$ cat config.mk
export PLATFORM = sky130hd
export DESIGN_NAME = data_run_list_decoder_flat
export DESIGN_NICKNAME = d
export VERILOG_FILES = /design/src/hdl/drl_pkg.sv /design/src/hdl/drl_if.sv /design/src/hdl/data_run_list_decoder.sv /design/src/flat_wrapper.sv
export SDC_FILE = /design/constraint.sdc
export NUM_CORES = 1
export LEC_CHECK = 0
export ABC_AREA = 1
export BUFFER_PORTS_ARGS = -buffer_cell sky130_fd_sc_hd__buf_2
export CORE_AREA = 2 2 322 197
export CTS_BUF_LIST = sky130_fd_sc_hd__clkbuf_8
export DETAILED_ROUTE_END_ITERATION = 8
export DIE_AREA = 0 0 324 199
export PLACE_DENSITY = 0.51
export SETUP_SLACK_MARGIN = 0.5
export SYNTH_ARGS = -nofsm -noshare
export SYNTH_HDL_FRONTEND = slang
export SYNTH_SLANG_ARGS = --single-unit
$ cat constraint.sdc
create_clock -name clk -period 6.1 [get_ports clk]
set_input_delay 0.915 -clock clk [delete_from_list [all_inputs] [get_ports clk]]
set_output_delay 0.915 -clock clk [all_outputs]
set_load 0.02 [all_outputs]
$ cat src/hdl/drl_pkg.sv
// ----------------------------------------------------------------------------
// drl_pkg
// Types and codes shared by the data-run list decoder and its channels.
// ----------------------------------------------------------------------------
`default_nettype none

package drl_pkg;

  typedef enum logic [1:0] {
    PH_HEADER = 2'd0,
    PH_LENGTH = 2'd1,
    PH_OFFSET = 2'd2,
    PH_IDLE   = 2'd3
  } phase_t;

  typedef enum logic [1:0] {
    ST_RUN   = 2'd0,
    ST_END   = 2'd1,
    ST_ERROR = 2'd2
  } status_t;

  localparam int unsigned LEN_W     = 63;
  localparam int unsigned CLUSTER_W = 64;

  localparam logic [3:0] NIBBLE_MASK = 4'hF;
  localparam logic [7:0] END_HEADER  = 8'h00;

endpackage

`default_nettype wire

$ cat src/hdl/drl_if.sv
// ----------------------------------------------------------------------------
// drl_in_if / drl_out_if
// Valid/ready channels carrying run-list bytes in and decoded runs out.
// ----------------------------------------------------------------------------
`default_nettype none

interface drl_in_if
  import drl_pkg::*;
();
  logic       valid;
  logic       ready;
  logic [7:0] run_byte;
  logic       list_start;
  logic       buffer_end;

  modport source (output valid, output run_byte, output list_start, output buffer_end,
                  input ready);
  modport sink   (input valid, input run_byte, input list_start, input buffer_end,
                  output ready);
endinterface

interface drl_out_if
  import drl_pkg::*;
();
  logic                        valid;
  logic                        ready;
  logic [LEN_W-1:0]            run_length;
  logic signed [CLUSTER_W-1:0] run_cluster;
  logic                        is_sparse;
  status_t                     status;
  logic                        list_done;

  modport source (output valid, output run_length, output run_cluster, output is_sparse,
                  output status, output list_done, input ready);
  modport sink   (input valid, input run_length, input run_cluster, input is_sparse,
                  input status, input list_done, output ready);
endinterface

`default_nettype wire

$ cat src/hdl/data_run_list_decoder.sv
// ----------------------------------------------------------------------------
// data_run_list_decoder
// Decodes a file-system data-run list (mapping pairs) one byte per request.
//
// in_ch takes one list byte per request, with list_start on the first byte
// of a list and buffer_end on the last byte available. out_ch gives at most
// one result per byte: a decoded run (length, absolute start cluster, sparse
// flag), an end-of-list marker or an error, with list_done on the last one.
// A byte is held in an input register, then decoded into the output register,
// which takes the result once out_ch can advance. One byte is taken every
// cycle while out_ch keeps up. The decode cycle is a byte insert, a sign
// extension and one 64-bit add of the cluster number. When the receiver
// stalls with a result pending, the held byte waits and in_ch drops ready
// once the input register is full; nothing is lost. Reset empties both
// registers and leaves the decoder expecting a header with the cluster
// number at zero. Bytes after the end of a list are dropped until
// list_start is seen.
// ----------------------------------------------------------------------------
`default_nettype none

module data_run_list_decoder
  import drl_pkg::*;
#(
  parameter int unsigned MAX_FIELD_BYTES = 8
) (
  input  wire        clk,
  input  wire        rst_n,
  drl_in_if.sink     in_ch,
  drl_out_if.source  out_ch
);

  localparam int unsigned ACC_W = 8 * MAX_FIELD_BYTES;
  localparam int unsigned POS_W = $clog2(MAX_FIELD_BYTES + 1);

  // input register
  logic       s1_valid_r;
  logic [7:0] s1_byte_r;
  logic       s1_start_r;
  logic       s1_last_r;

  // decoder state
  phase_t             phase_r, phase_nxt;
  logic [POS_W-1:0]   lb_r, lb_nxt;
  logic [POS_W-1:0]   ob_r, ob_nxt;
  logic [POS_W-1:0]   pos_r, pos_nxt;
  logic [ACC_W-1:0]   len_acc_r, len_acc_nxt;
  logic [ACC_W-1:0]   delta_acc_r, delta_acc_nxt;
  logic [CLUSTER_W-1:0] cluster_r, cluster_nxt;

  // output register
  logic                 out_valid_r;
  logic [LEN_W-1:0]     out_len_r, out_len_nxt;
  logic [CLUSTER_W-1:0] out_cluster_r, out_cluster_nxt;
  logic                 out_sparse_r, out_sparse_nxt;
  status_t              out_status_r, out_status_nxt;
  logic                 out_done_r, out_done_nxt;
  logic                 emit;

  logic advance, s1_fire, in_fire;

  assign advance      = !out_valid_r || out_ch.ready;
  assign s1_fire      = s1_valid_r && advance;
  assign in_ch.ready  = !s1_valid_r || advance;
  assign in_fire      = in_ch.valid && in_ch.ready;

  // decode conditions
  phase_t               cur_phase;
  logic [3:0]           hdr_ls, hdr_os;
  logic                 hdr_bad;
  logic [POS_W-1:0]     pos_inc;
  logic [ACC_W-1:0]     len_ins, delta_ins;
  logic [CLUSTER_W-1:0] len64, delta_ext, cluster_base, cluster_sum;
  logic                 len_bad, len_done, off_done, delta_sign;

  assign cur_phase = s1_start_r ? PH_HEADER : phase_r;
  assign hdr_ls    = s1_byte_r[3:0] & NIBBLE_MASK;
  assign hdr_os    = s1_byte_r[7:4] & NIBBLE_MASK;
  assign hdr_bad   = (hdr_ls == 4'd0) || (32'(hdr_ls) > MAX_FIELD_BYTES)
                     || (32'(hdr_os) > MAX_FIELD_BYTES) || s1_last_r;
  assign pos_inc   = pos_r + POS_W'(1);

  always_comb begin
    len_ins   = len_acc_r;
    delta_ins = delta_acc_r;
    for (int i = 0; i < MAX_FIELD_BYTES; i++) begin
      if (pos_r == POS_W'(i)) begin
        len_ins[8*i +: 8]   = s1_byte_r;
        delta_ins[8*i +: 8] = s1_byte_r;
      end
    end
  end

  assign len64    = CLUSTER_W'(len_ins);
  assign len_bad  = (len64 == '0) || len64[CLUSTER_W-1];
  assign len_done = pos_inc >= lb_r;
  assign off_done = pos_inc >= ob_r;

  always_comb begin
    delta_sign = 1'b0;
    for (int k = 1; k <= MAX_FIELD_BYTES; k++) begin
      if (ob_r == POS_W'(k)) begin
        delta_sign = delta_ins[8*k-1];
      end
    end
  end

  for (genvar j = 0; j < 8; j++) begin : g_ext
    if (j < MAX_FIELD_BYTES) begin : g_lane
      assign delta_ext[8*j +: 8] = (ob_r > POS_W'(j)) ? delta_ins[8*j +: 8]
                                                       : {8{delta_sign}};
    end else begin : g_sign
      assign delta_ext[8*j +: 8] = {8{delta_sign}};
    end
  end

  assign cluster_base = s1_start_r ? '0 : cluster_r;
  assign cluster_sum  = cluster_r + delta_ext;

  // next phase
  always_comb begin
    phase_nxt = phase_r;
    if (s1_fire) begin
      unique case (cur_phase)
        PH_HEADER: begin
          if (s1_byte_r == END_HEADER || hdr_bad) begin
            phase_nxt = PH_IDLE;
          end else begin
            phase_nxt = PH_LENGTH;
          end
        end
        PH_LENGTH: begin
          if (len_done) begin
            if (len_bad || s1_last_r) begin
              phase_nxt = PH_IDLE;
            end else if (ob_r == '0) begin
              phase_nxt = PH_HEADER;
            end else begin
              phase_nxt = PH_OFFSET;
            end
          end else if (s1_last_r) begin
            phase_nxt = PH_IDLE;
          end
        end
        PH_OFFSET: begin
          if (s1_last_r) begin
            phase_nxt = PH_IDLE;
          end else if (off_done) begin
            phase_nxt = PH_HEADER;
          end
        end
        PH_IDLE: phase_nxt = PH_IDLE;
        default: phase_nxt = PH_IDLE;
      endcase
    end
  end

  // datapath and result
  always_comb begin
    lb_nxt          = lb_r;
    ob_nxt          = ob_r;
    pos_nxt         = pos_r;
    len_acc_nxt     = len_acc_r;
    delta_acc_nxt   = delta_acc_r;
    cluster_nxt     = cluster_base;
    emit            = 1'b0;
    out_len_nxt     = '0;
    out_cluster_nxt = '0;
    out_sparse_nxt  = 1'b0;
    out_status_nxt  = ST_ERROR;
    out_done_nxt    = 1'b1;
    if (!s1_fire) begin
      cluster_nxt = cluster_r;
    end else begin
      unique case (cur_phase)
        PH_HEADER: begin
          if (s1_byte_r == END_HEADER) begin
            emit           = 1'b1;
            out_status_nxt = ST_END;
          end else if (hdr_bad) begin
            emit = 1'b1;
          end else begin
            lb_nxt        = POS_W'(hdr_ls);
            ob_nxt        = POS_W'(hdr_os);
            pos_nxt       = '0;
            len_acc_nxt   = '0;
            delta_acc_nxt = '0;
          end
        end
        PH_LENGTH: begin
          len_acc_nxt = len_ins;
          pos_nxt     = pos_inc;
          if (len_done) begin
            if (len_bad) begin
              emit = 1'b1;
            end else if (ob_r == '0) begin
              emit           = 1'b1;
              out_len_nxt    = len64[LEN_W-1:0];
              out_sparse_nxt = 1'b1;
              out_status_nxt = ST_RUN;
              out_done_nxt   = s1_last_r;
            end else if (s1_last_r) begin
              emit = 1'b1;
            end else begin
              pos_nxt       = '0;
              delta_acc_nxt = '0;
            end
          end else if (s1_last_r) begin
            emit = 1'b1;
          end
        end
        PH_OFFSET: begin
          delta_acc_nxt = delta_ins;
          pos_nxt       = pos_inc;
          if (off_done) begin
            emit            = 1'b1;
            cluster_nxt     = cluster_sum;
            out_len_nxt     = CLUSTER_W'(len_acc_r) >> 0 == '0 ? '0
                              : LEN_W'(len_acc_r);
            out_cluster_nxt = cluster_sum;
            out_status_nxt  = ST_RUN;
            out_done_nxt    = s1_last_r;
          end else if (s1_last_r) begin
            emit = 1'b1;
          end
        end
        PH_IDLE: begin
          emit = 1'b0;
        end
        default: begin
          emit = 1'b0;
        end
      endcase
    end
  end

  always_ff @(posedge clk) begin
    if (!rst_n) begin
      s1_valid_r  <= 1'b0;
      out_valid_r <= 1'b0;
      phase_r     <= PH_HEADER;
      lb_r        <= '0;
      ob_r        <= '0;
      pos_r       <= '0;
      len_acc_r   <= '0;
      delta_acc_r <= '0;
      cluster_r   <= '0;
    end else begin
      if (in_ch.ready) begin
        s1_valid_r <= in_ch.valid;
      end
      if (advance) begin
        out_valid_r <= s1_fire && emit;
      end
      phase_r     <= phase_nxt;
      lb_r        <= lb_nxt;
      ob_r        <= ob_nxt;
      pos_r       <= pos_nxt;
      len_acc_r   <= len_acc_nxt;
      delta_acc_r <= delta_acc_nxt;
      cluster_r   <= cluster_nxt;
    end
  end

  always_ff @(posedge clk) begin
    if (in_fire) begin
      s1_byte_r  <= in_ch.run_byte;
      s1_start_r <= in_ch.list_start;
      s1_last_r  <= in_ch.buffer_end;
    end
    if (s1_fire && emit) begin
      out_len_r     <= out_len_nxt;
      out_cluster_r <= out_cluster_nxt;
      out_sparse_r  <= out_sparse_nxt;
      out_status_r  <= out_status_nxt;
      out_done_r    <= out_done_nxt;
    end
  end

  assign out_ch.valid       = out_valid_r;
  assign out_ch.run_length  = out_len_r;
  assign out_ch.run_cluster = out_cluster_r;
  assign out_ch.is_sparse   = out_sparse_r;
  assign out_ch.status      = out_status_r;
  assign out_ch.list_done   = out_done_r;

endmodule

`default_nettype wire

$ cat src/flat_wrapper.sv
// flat-port wrapper written by rule: the top's interface ports become plain ports
module data_run_list_decoder_flat import drl_pkg::*;
#(
  parameter int unsigned MAX_FIELD_BYTES = 8
)
  (clk, rst_n, in_ch_valid, in_ch_run_byte, in_ch_list_start, in_ch_buffer_end, in_ch_ready, out_ch_valid, out_ch_run_length, out_ch_run_cluster, out_ch_is_sparse, out_ch_status, out_ch_list_done, out_ch_ready);
  drl_in_if in_ch_i ();
  drl_out_if out_ch_i ();
  input  wire clk;
  input  wire rst_n;
  input wire logic [$bits(in_ch_i.valid)-1:0] in_ch_valid;
  input wire logic [$bits(in_ch_i.run_byte)-1:0] in_ch_run_byte;
  input wire logic [$bits(in_ch_i.list_start)-1:0] in_ch_list_start;
  input wire logic [$bits(in_ch_i.buffer_end)-1:0] in_ch_buffer_end;
  output wire logic [$bits(in_ch_i.ready)-1:0] in_ch_ready;
  output wire logic [$bits(out_ch_i.valid)-1:0] out_ch_valid;
  output wire logic [$bits(out_ch_i.run_length)-1:0] out_ch_run_length;
  output wire logic [$bits(out_ch_i.run_cluster)-1:0] out_ch_run_cluster;
  output wire logic [$bits(out_ch_i.is_sparse)-1:0] out_ch_is_sparse;
  output wire logic [$bits(out_ch_i.status)-1:0] out_ch_status;
  output wire logic [$bits(out_ch_i.list_done)-1:0] out_ch_list_done;
  input wire logic [$bits(out_ch_i.ready)-1:0] out_ch_ready;
  assign in_ch_i.valid = in_ch_valid;
  assign in_ch_i.run_byte = in_ch_run_byte;
  assign in_ch_i.list_start = in_ch_list_start;
  assign in_ch_i.buffer_end = in_ch_buffer_end;
  assign in_ch_ready = in_ch_i.ready;
  assign out_ch_valid = out_ch_i.valid;
  assign out_ch_run_length = out_ch_i.run_length;
  assign out_ch_run_cluster = out_ch_i.run_cluster;
  assign out_ch_is_sparse = out_ch_i.is_sparse;
  assign out_ch_status = out_ch_i.status;
  assign out_ch_list_done = out_ch_i.list_done;
  assign out_ch_i.ready = out_ch_ready;
  data_run_list_decoder #(.MAX_FIELD_BYTES(MAX_FIELD_BYTES)) u_core (.clk(clk), .rst_n(rst_n), .in_ch(in_ch_i), .out_ch(out_ch_i));
endmodule
==> impl_results.md, run 1 <==
- Worst setup path endpoint: u_core.out_ch.run_cluster[45]
- Post-cts sizing count: 1
- Routed vias/inst: approximately 5.2
- Yosys warns: 0
- Worst Path Arrival: around 5800 ps
- Avg Cell Area, Syn: 6.88 um2
- Total power draw: approximately 5900 uW
- Vias in the first global route: 19759
- Clk Latency, worst-skew pair: 720 ps
- Slew @ Worst Pin: ~1200 ps
- DP HPWL: around 65000 um
- Sequential-to-total area share from yosys stat: 0.393
- CP Data Required Time: ~6500 ps
- Cells on worst reg2reg path: 24
- Outcome: finished, final reports clean
- Fin Clk Skew: about 35 ps
- Startpoint class of the critical path: flip-flop
- Hold Buf Count CTS: 0
- Total number of vias: 21482
- Fin. max-slew vios: 0
- Crit path launch: u_core.pos_r[0]
- Clock Path Buffers: 3
- Fin. Hold Viols: 0
- DR pass1 iterations: 6
- Yosys cell types: 44
- Fmax: approximately 190 MHz
- Wire per inst: 20.7 um
- Global-route wire length before repair: approximately 130000 um
- Post-Syn Area: approximately 21000 um2
- Synthesized net count: ~3200
- Starting Density: 0.346
- GRT Util Overall: 0.261
- Fraction of layout cells with a size suffix above 1: 0.102
- CTS tree: built
- Die Y: between 150 and 200 um
- Critical path type: flip-flop to flip-flop
- Critical R2R Capture: u_core.out_ch.run_cluster[45]
- Std-Cell Rows: about 70
- Lkg Pwr: slightly above 0.01 uW
- Top-area cell type share of the netlist area: 0.198
- Max cap viols: 0
- Top post-synthesis cells by area: edfxtp_1, dfxtp_1, nand2_1, a21oi_1, nor2_1
- Worst min path class: primary input to flip-flop
- Crit path capture type: flip-flop
- H-tree depth: 2
- RSZ-0062 raised after global routing: true
- Starting DRT DRC Count: 2245
- Setup TNS Final: 0 ps
- Multi-input logic area: ~11000 um2
- Crit-path max FO: 9
- Clock root buffer: clkbuf_8
- Port-buffer cells: 146
- Post-CTS setup buffer count: 0
- VDD IR-drop max: around 130 uV
- Routed Antenna Nets: 0
- Core Footprint: between 60000 and 70000 um2
- Total Nets Final: around 3300
- Internal reg-to-reg setup slack: about 770 ps
- Final WL: about 86000 um
- Fin crit period: 5330 ps
- Main synth FF type: dfxtp_1
- Largest net degree at the start of global routing: 75
- Die area: ~64000 um2
- Setup Viol. Count Final: 0
- FF+latch count, synth: between 300 and 400
- Register Area: around 8400 um2
- FF-to-FF Start: u_core.pos_r[0]
- GPL Wtd Cong: 1.03
- Area leader, netlist: edfxtp_1
- Post-synthesis cell count: 3103
- Boundary Pins: ~150
- # DRC: 0
- TritonCTS Buffers: between 50 and 60
- Final period util: 0.874
- FILL cells: 6552
- Layout area overhead: 14.1%
- Gr ovfl total: 0
- Die width: ~320 um
- Clk slew on worst S/H paths: approximately 70 ps
- Num Clock Sinks: ~350
- Power per Cell Area: 242 nW/um2
- Initial antenna violation count: 1
- Number of flops mapped to enable cells by yosys: between 100 and 150
- Slew HR: 0.231
- Asr flop ratio synth: 0
[synth_stat cells (9+ instances only)]
cell / n
nand3_1: 174
a31oi_1: 18
nor2_1: 493
nand4_1: 26
nor3_1: 14
xor2_1: 33
inv_2: 9
edfxtp_1: 141
a21o_1: 12
or2_2: 10
o21ai_0: 299
clkbuf_1: 93
a21boi_0: 10
o21bai_1: 15
o21ai_1: 20
buf_2: 18
dfxtp_1: 208
inv_1: 401
buf_6: 11
nand2_1: 578
ha_1: 80
a21oi_1: 373
[worst min-delay path by stage]
| stage | depth (start not counted) | to | startpoint | slack [ps] |
|---|---|---|---|---|
| after global placement | 2 | u_core.delta_acc_r[39] | u_core.delta_acc_r[39] | 450 |
| after floorplan | 2 | u_core.delta_acc_r[23] | u_core.delta_acc_r[23] | 440 |
| final | 1 | u_core.s1_byte_r[5] | in_ch_run_byte[5] | 390 |
| after detailed placement | 2 | u_core.delta_acc_r[23] | u_core.delta_acc_r[23] | 450 |
| after global routing | 1 | u_core.s1_byte_r[6] | in_ch_run_byte[6] | 340 |
| after CTS | 1 | u_core.s1_byte_r[6] | in_ch_run_byte[6] | 330 |
[placed cells by master, fill, tap and decap left out, drive strengths merged, types with 2 or more instances in the layout]
master,count
buf,212
or2,10
nand2,583
clkbuf,65
nor2,495
inv,431
o21a,5
nor4,7
o21ai,319
o211ai,5
xor2,33
o21bai,15
and3,2
nand4,26
nand3b,6
a21oi,373
diode,2
clkinvlp,2
nor3,14
xnor2,7
a21o,12
a21boi,10
clkinv,17
ha,80
edfxtp,141
bufinv,9
a31oi,18
nand3,180
dfxtp,208
[through the flow]
step	utilization	hold WS (ps)	worst slack [ps]	std cells	cell area, um2
final	0.395	394	770	4131	24400
after global placement	0.373	446	494	4021	23000
after detailed placement	0.373	453	403	4021	23000
after global routing	0.395	335	478	4129	24400
after floorplan	-	436	1190	3103	21400
after CTS	0.394	333	606	4129	24400
[layout make-up]
cell class | instances | area share
timing repair buffer | 212 | 0.0513
sequential | 349 | 0.345
tap | 839 | 0.0431
clock buffer | 65 | 0.0367
antenna | 2 | 0.000205
clock inverter | 43 | 0.0172
inverter | 416 | 0.0644
multi-input combinational | 2205 | 0.442
[critical path, cell delays in order (launching register included)]
cell and delay [ps]:
dfxtp_1 460, inv_1 130, ha_1 260, nand3_2 140, inv_4 80, o21ai_0 420, nand2_1 120, nand2_1 90
a21oi_1 60, nand2_1 70, nand2_1 60, inv_1 230, nor2_1 100, buf_4 180, a21oi_1 230, ha_1 360
a21oi_1 270, o21ai_0 280, a21oi_1 510, o21ai_0 300, a21oi_1 180, nand2_1 80, or2_2 270, nand3_1 130
nor2_1 50
[power by group]
group / total (uW) / switching, uW / internal, uW
Sequential: 2590 / 51.6 / 2540
Clock: 2450 / 1090 / 1360
Combinational: 860 / 629 / 231
Total: 5900 / 1770 / 4130
[layer usage]
layer	vias up	wire length, um	GRT usage	part of all wire
met5	-	0	0	0
met4	0	1210	0.0499	0.014
met3	83	8600	0.0746	0.10
met2	881	32000	0.340	0.37
met1	10081	43700	0.413	0.51
li1	10437	-	-	-
[cells by family (layout without fill, tap and decap cells)]
logic type,Yosys count,count (layout),synth area share
flops,349,349,0.393
compound gates,761,761,0.186
other cells,0,2,0
xor+xnor,40,40,0.0164
fa+ha+maj,81,81,0.0478
simple gates,1323,1323,0.254
buf+inv,549,736,0.103
[sequential cells by signal, indices dropped and copies added (netlist names)]
register,flops
u_core.out_ch.run_length,63
u_core.out_ch.status,2
u_core.cluster_r,64
u_core.phase_r,2
u_core.delta_acc_r,64
u_core.s1_start_r,1
u_core.ob_r,4
u_core.out_ch.run_cluster,64
u_core.s1_last_r,1
u_core.out_ch.valid,1
u_core.out_ch.is_sparse,1
u_core.s1_byte_r,8
u_core.s1_valid_r,1
u_core.lb_r,4
u_core.out_ch.list_done,1
u_core.pos_r,4
u_core.len_acc_r,64
(Power assumes the default switching activity.)
==> run 2: changes to the inputs <==
--- a/config.mk
+++ b/config.mk
@@ -7,10 +7,10 @@
 export LEC_CHECK = 0
 export ABC_AREA = 1
 export BUFFER_PORTS_ARGS = -buffer_cell sky130_fd_sc_hd__buf_2
-export CORE_AREA = 2 2 322 197
+export CORE_AREA = 2 2 250 252
 export CTS_BUF_LIST = sky130_fd_sc_hd__clkbuf_8
 export DETAILED_ROUTE_END_ITERATION = 8
-export DIE_AREA = 0 0 324 199
+export DIE_AREA = 0 0 252 254
 export PLACE_DENSITY = 0.51
 export SETUP_SLACK_MARGIN = 0.5
 export SYNTH_ARGS = -nofsm -noshare
==> constraint.sdc (replaced) <==
create_clock -name clk -period 5.9 [get_ports clk]
set_input_delay 0.885 -clock clk [delete_from_list [all_inputs] [get_ports clk]]
set_output_delay 0.885 -clock clk [all_outputs]
set_load 0.02 [all_outputs]
==> run 2 against run 1 <==
Compared with the run above:
- sequential power increased by 3%
- via count fell by 1.2%
- sequential share of layout area grew 0.081 points
- utilization grew 0.22 points
- wire length shrank 5.5%
- global-route usage fell by 1.1 points
- worst setup slack better by 84 ps
- first-iteration DRC count decreased by 23%
- combinational power rose by 1%
- register-to-register slack gained 80 ps
- fmax up 5.6%
- total power is 4.7% higher
- largest cell class unchanged
- highest routed layer unchanged
==> impl_results.md, run 2 (synthesis results as in run 1) <==
- Outcome: finished, final reports clean
- DP Worst Slack: 517 ps (+114 ps)
- Commonest non-fill, non-tap cells in the layout: nand2_1, nor2_1, inv_1
- Num Clock Sinks: 349 (unchanged)
- Std-Cell Rows: 91 (+28%)
- Final WL: 80900 um (-5.5%)
- Lkg Pwr: 0.0102 uW (-0.54%)
- Initial antenna violation count: 1 (unchanged)
- Fraction of layout cells with a size suffix above 1: 0.103 (+0.00189)
- Port-buffer cells: 146 (unchanged)
- Critical R2R Capture: u_core.out_ch.run_cluster[42]
- DP HPWL: 60200 um (-6.7%)
- VDD IR-drop max: 176 uV (+35%)
- Finished Core Util: 0.397 (+0.00218)
- Internal reg-to-reg setup slack: 850 ps (+80 ps)
- Most common cell after layout, fill and taps aside: nand2_1
- Clock root buffer: clkbuf_8
- Delay-heaviest family, CP: simple AND/OR/NAND/NOR gates
- GRT Util Overall: 0.249 (-0.0114)
- Total Nets Final: 3330 (-0.18%)
- Slew @ Worst Pin: 1140 ps (-12.6 ps)
- Die area: 64000 um2 (-0.73%)
- Fin. Hold Viols: 0 (unchanged)
- Max cap viols: 0 (unchanged)
- Largest net degree at the start of global routing: 84 (+12%)
- Crit path launch: u_core.pos_r[2]
- Routed vias/inst: 5.21 (+0.11%)
- Routed Antenna Nets: 0 (unchanged)
- Boundary Pins: 147 (unchanged)
- CTS tree: built
- Critical path type: flip-flop to flip-flop
- Crit path capture type: flip-flop
- Cell mode on critical path: nand2_1
- Fmax: 198 MHz (+5.6%)
- Crit-path max cell delay: 480 ps (-30 ps)
- Crit-path max FO: 13 (+4)
- H-tree depth: 3 (+1)
- Clk Latency, worst-skew pair: 670 ps (-50 ps)
- Worst setup path endpoint: u_core.out_ch.run_cluster[42]
- Setup Viol. Count Final: 0 (unchanged)
- Vias in the first global route: 20107 (+1.8%)
- DR pass1 iterations: 6 (unchanged)
- Worst path slowest cell: dfxtp_1
- Fin crit period: 5050 ps (-284 ps)
- Starting DRT DRC Count: 1725 (-23%)
- Core Footprint: 61300 um2 (-0.78%)
- Hold Crit Start: in_ch_run_byte[5]
- Global-route wire length before repair: 121000 um (-3.3%)
- Diode count: 0 (-2)
- Total number of vias: 21230 (-1.2%)
- Worst Path Arrival: 5450 ps (-320 ps)
- Crit path depth: 25 (+4.2%)
- Die width: 252 um (-22%)
- GPL Wtd Cong: 0.936 (-9.6%)
- Final WS setup: 854 ps (+83.8 ps)
- Hold Buf Count CTS: 0 (unchanged)
- Gr ovfl total: 0 (unchanged)
- Power per Cell Area: 254 nW/um2 (+4.9%)
- Fin. max-slew vios: 0 (unchanged)
- RSZ-0062 raised after global routing: false
- Startpoint class of the critical path: flip-flop
- Wire per inst: 19.8 um (-4.3%)
- Die Y: 254 um (+28%)
- Clk slew on worst S/H paths: 60 ps (about the same)
- Layout area overhead: 13.9%
- Fin Clk Skew: 37.1 ps (+1.72 ps)
- TritonCTS Buffers: 69 (+21%)
- Worst path bufs/invs: 5 (+1)
- # DRC: 0 (unchanged)
- Slew HR: 0.239 (+0.00841)
- Clock Path Buffers: 3 (unchanged)
- Worst min path class: primary input to flip-flop
- Cells on worst reg2reg path: 25 (+4.2%)
- Starting Density: 0.349 (+0.00273)
- FF-to-FF Start: u_core.pos_r[2]
- CP Data Required Time: 6300 ps (-240 ps)
- Setup TNS Final: 0 ps (unchanged)
- Final period util: 0.855 (-0.0185)
[run 2: power by group]
group	internal, uW	leakage [uW]	switching [uW]
combinational	238	0.00647	634
clock	1470	0.000783	1160
sequential	2620	0.00296	55.2
[run 2: how the worst min path moves through the flow]
stage	end	slack, ps	cells after the start
2_1_floorplan	u_core.delta_acc_r[23]	440	2
5_1_grt	u_core.s1_last_r	380	1
3_5_place_dp	u_core.delta_acc_r[39]	450	2
4_1_cts	u_core.s1_byte_r[1]	360	1
3_3_place_gp	u_core.delta_acc_r[39]	450	2
6_report	u_core.s1_byte_r[5]	410	1
[run 2: area by class of cell]
cell class	instances	area (um2)
Clock inverter	50	402
Inverter	416	1580
Multi-Input combinational cell	2205	10800
Fill cell	6598	36900
Tap cell	790	988
Timing Repair Buffer	194	1120
Clock buffer	74	1020
Sequential cell	349	8400
[run 2: layer usage]
| layer | part of all wire | GRT usage |
|---|---|---|
| met5 | 0 | 0 |
| met4 | 0.037 | 0.101 |
| met3 | 0.056 | 0.0349 |
| met2 | 0.46 | 0.406 |
| met1 | 0.45 | 0.333 |
[run 2: what timing repair did]
action / 4_1_cts / 5_1_grt
endpoints found under the hold margin: 0 / 0
buffers inserted: 0 / 0
endpoints found under the setup margin: 1 / 78
gates resized for setup: 1 / 22
[run 2: metrics by stage]
stage / total power, uW / hold WS [ps] / instances / cell area (um2)
finish: 6180 / 410 / 4078 / 24300
global placement: 3580 / 445 / 3954 / 22800
detailed placement: 3590 / 451 / 3954 / 22800
CTS: 6240 / 360 / 4078 / 24300
global route: 6450 / 383 / 4078 / 24300
floorplan: 3300 / 436 / 3103 / 21400
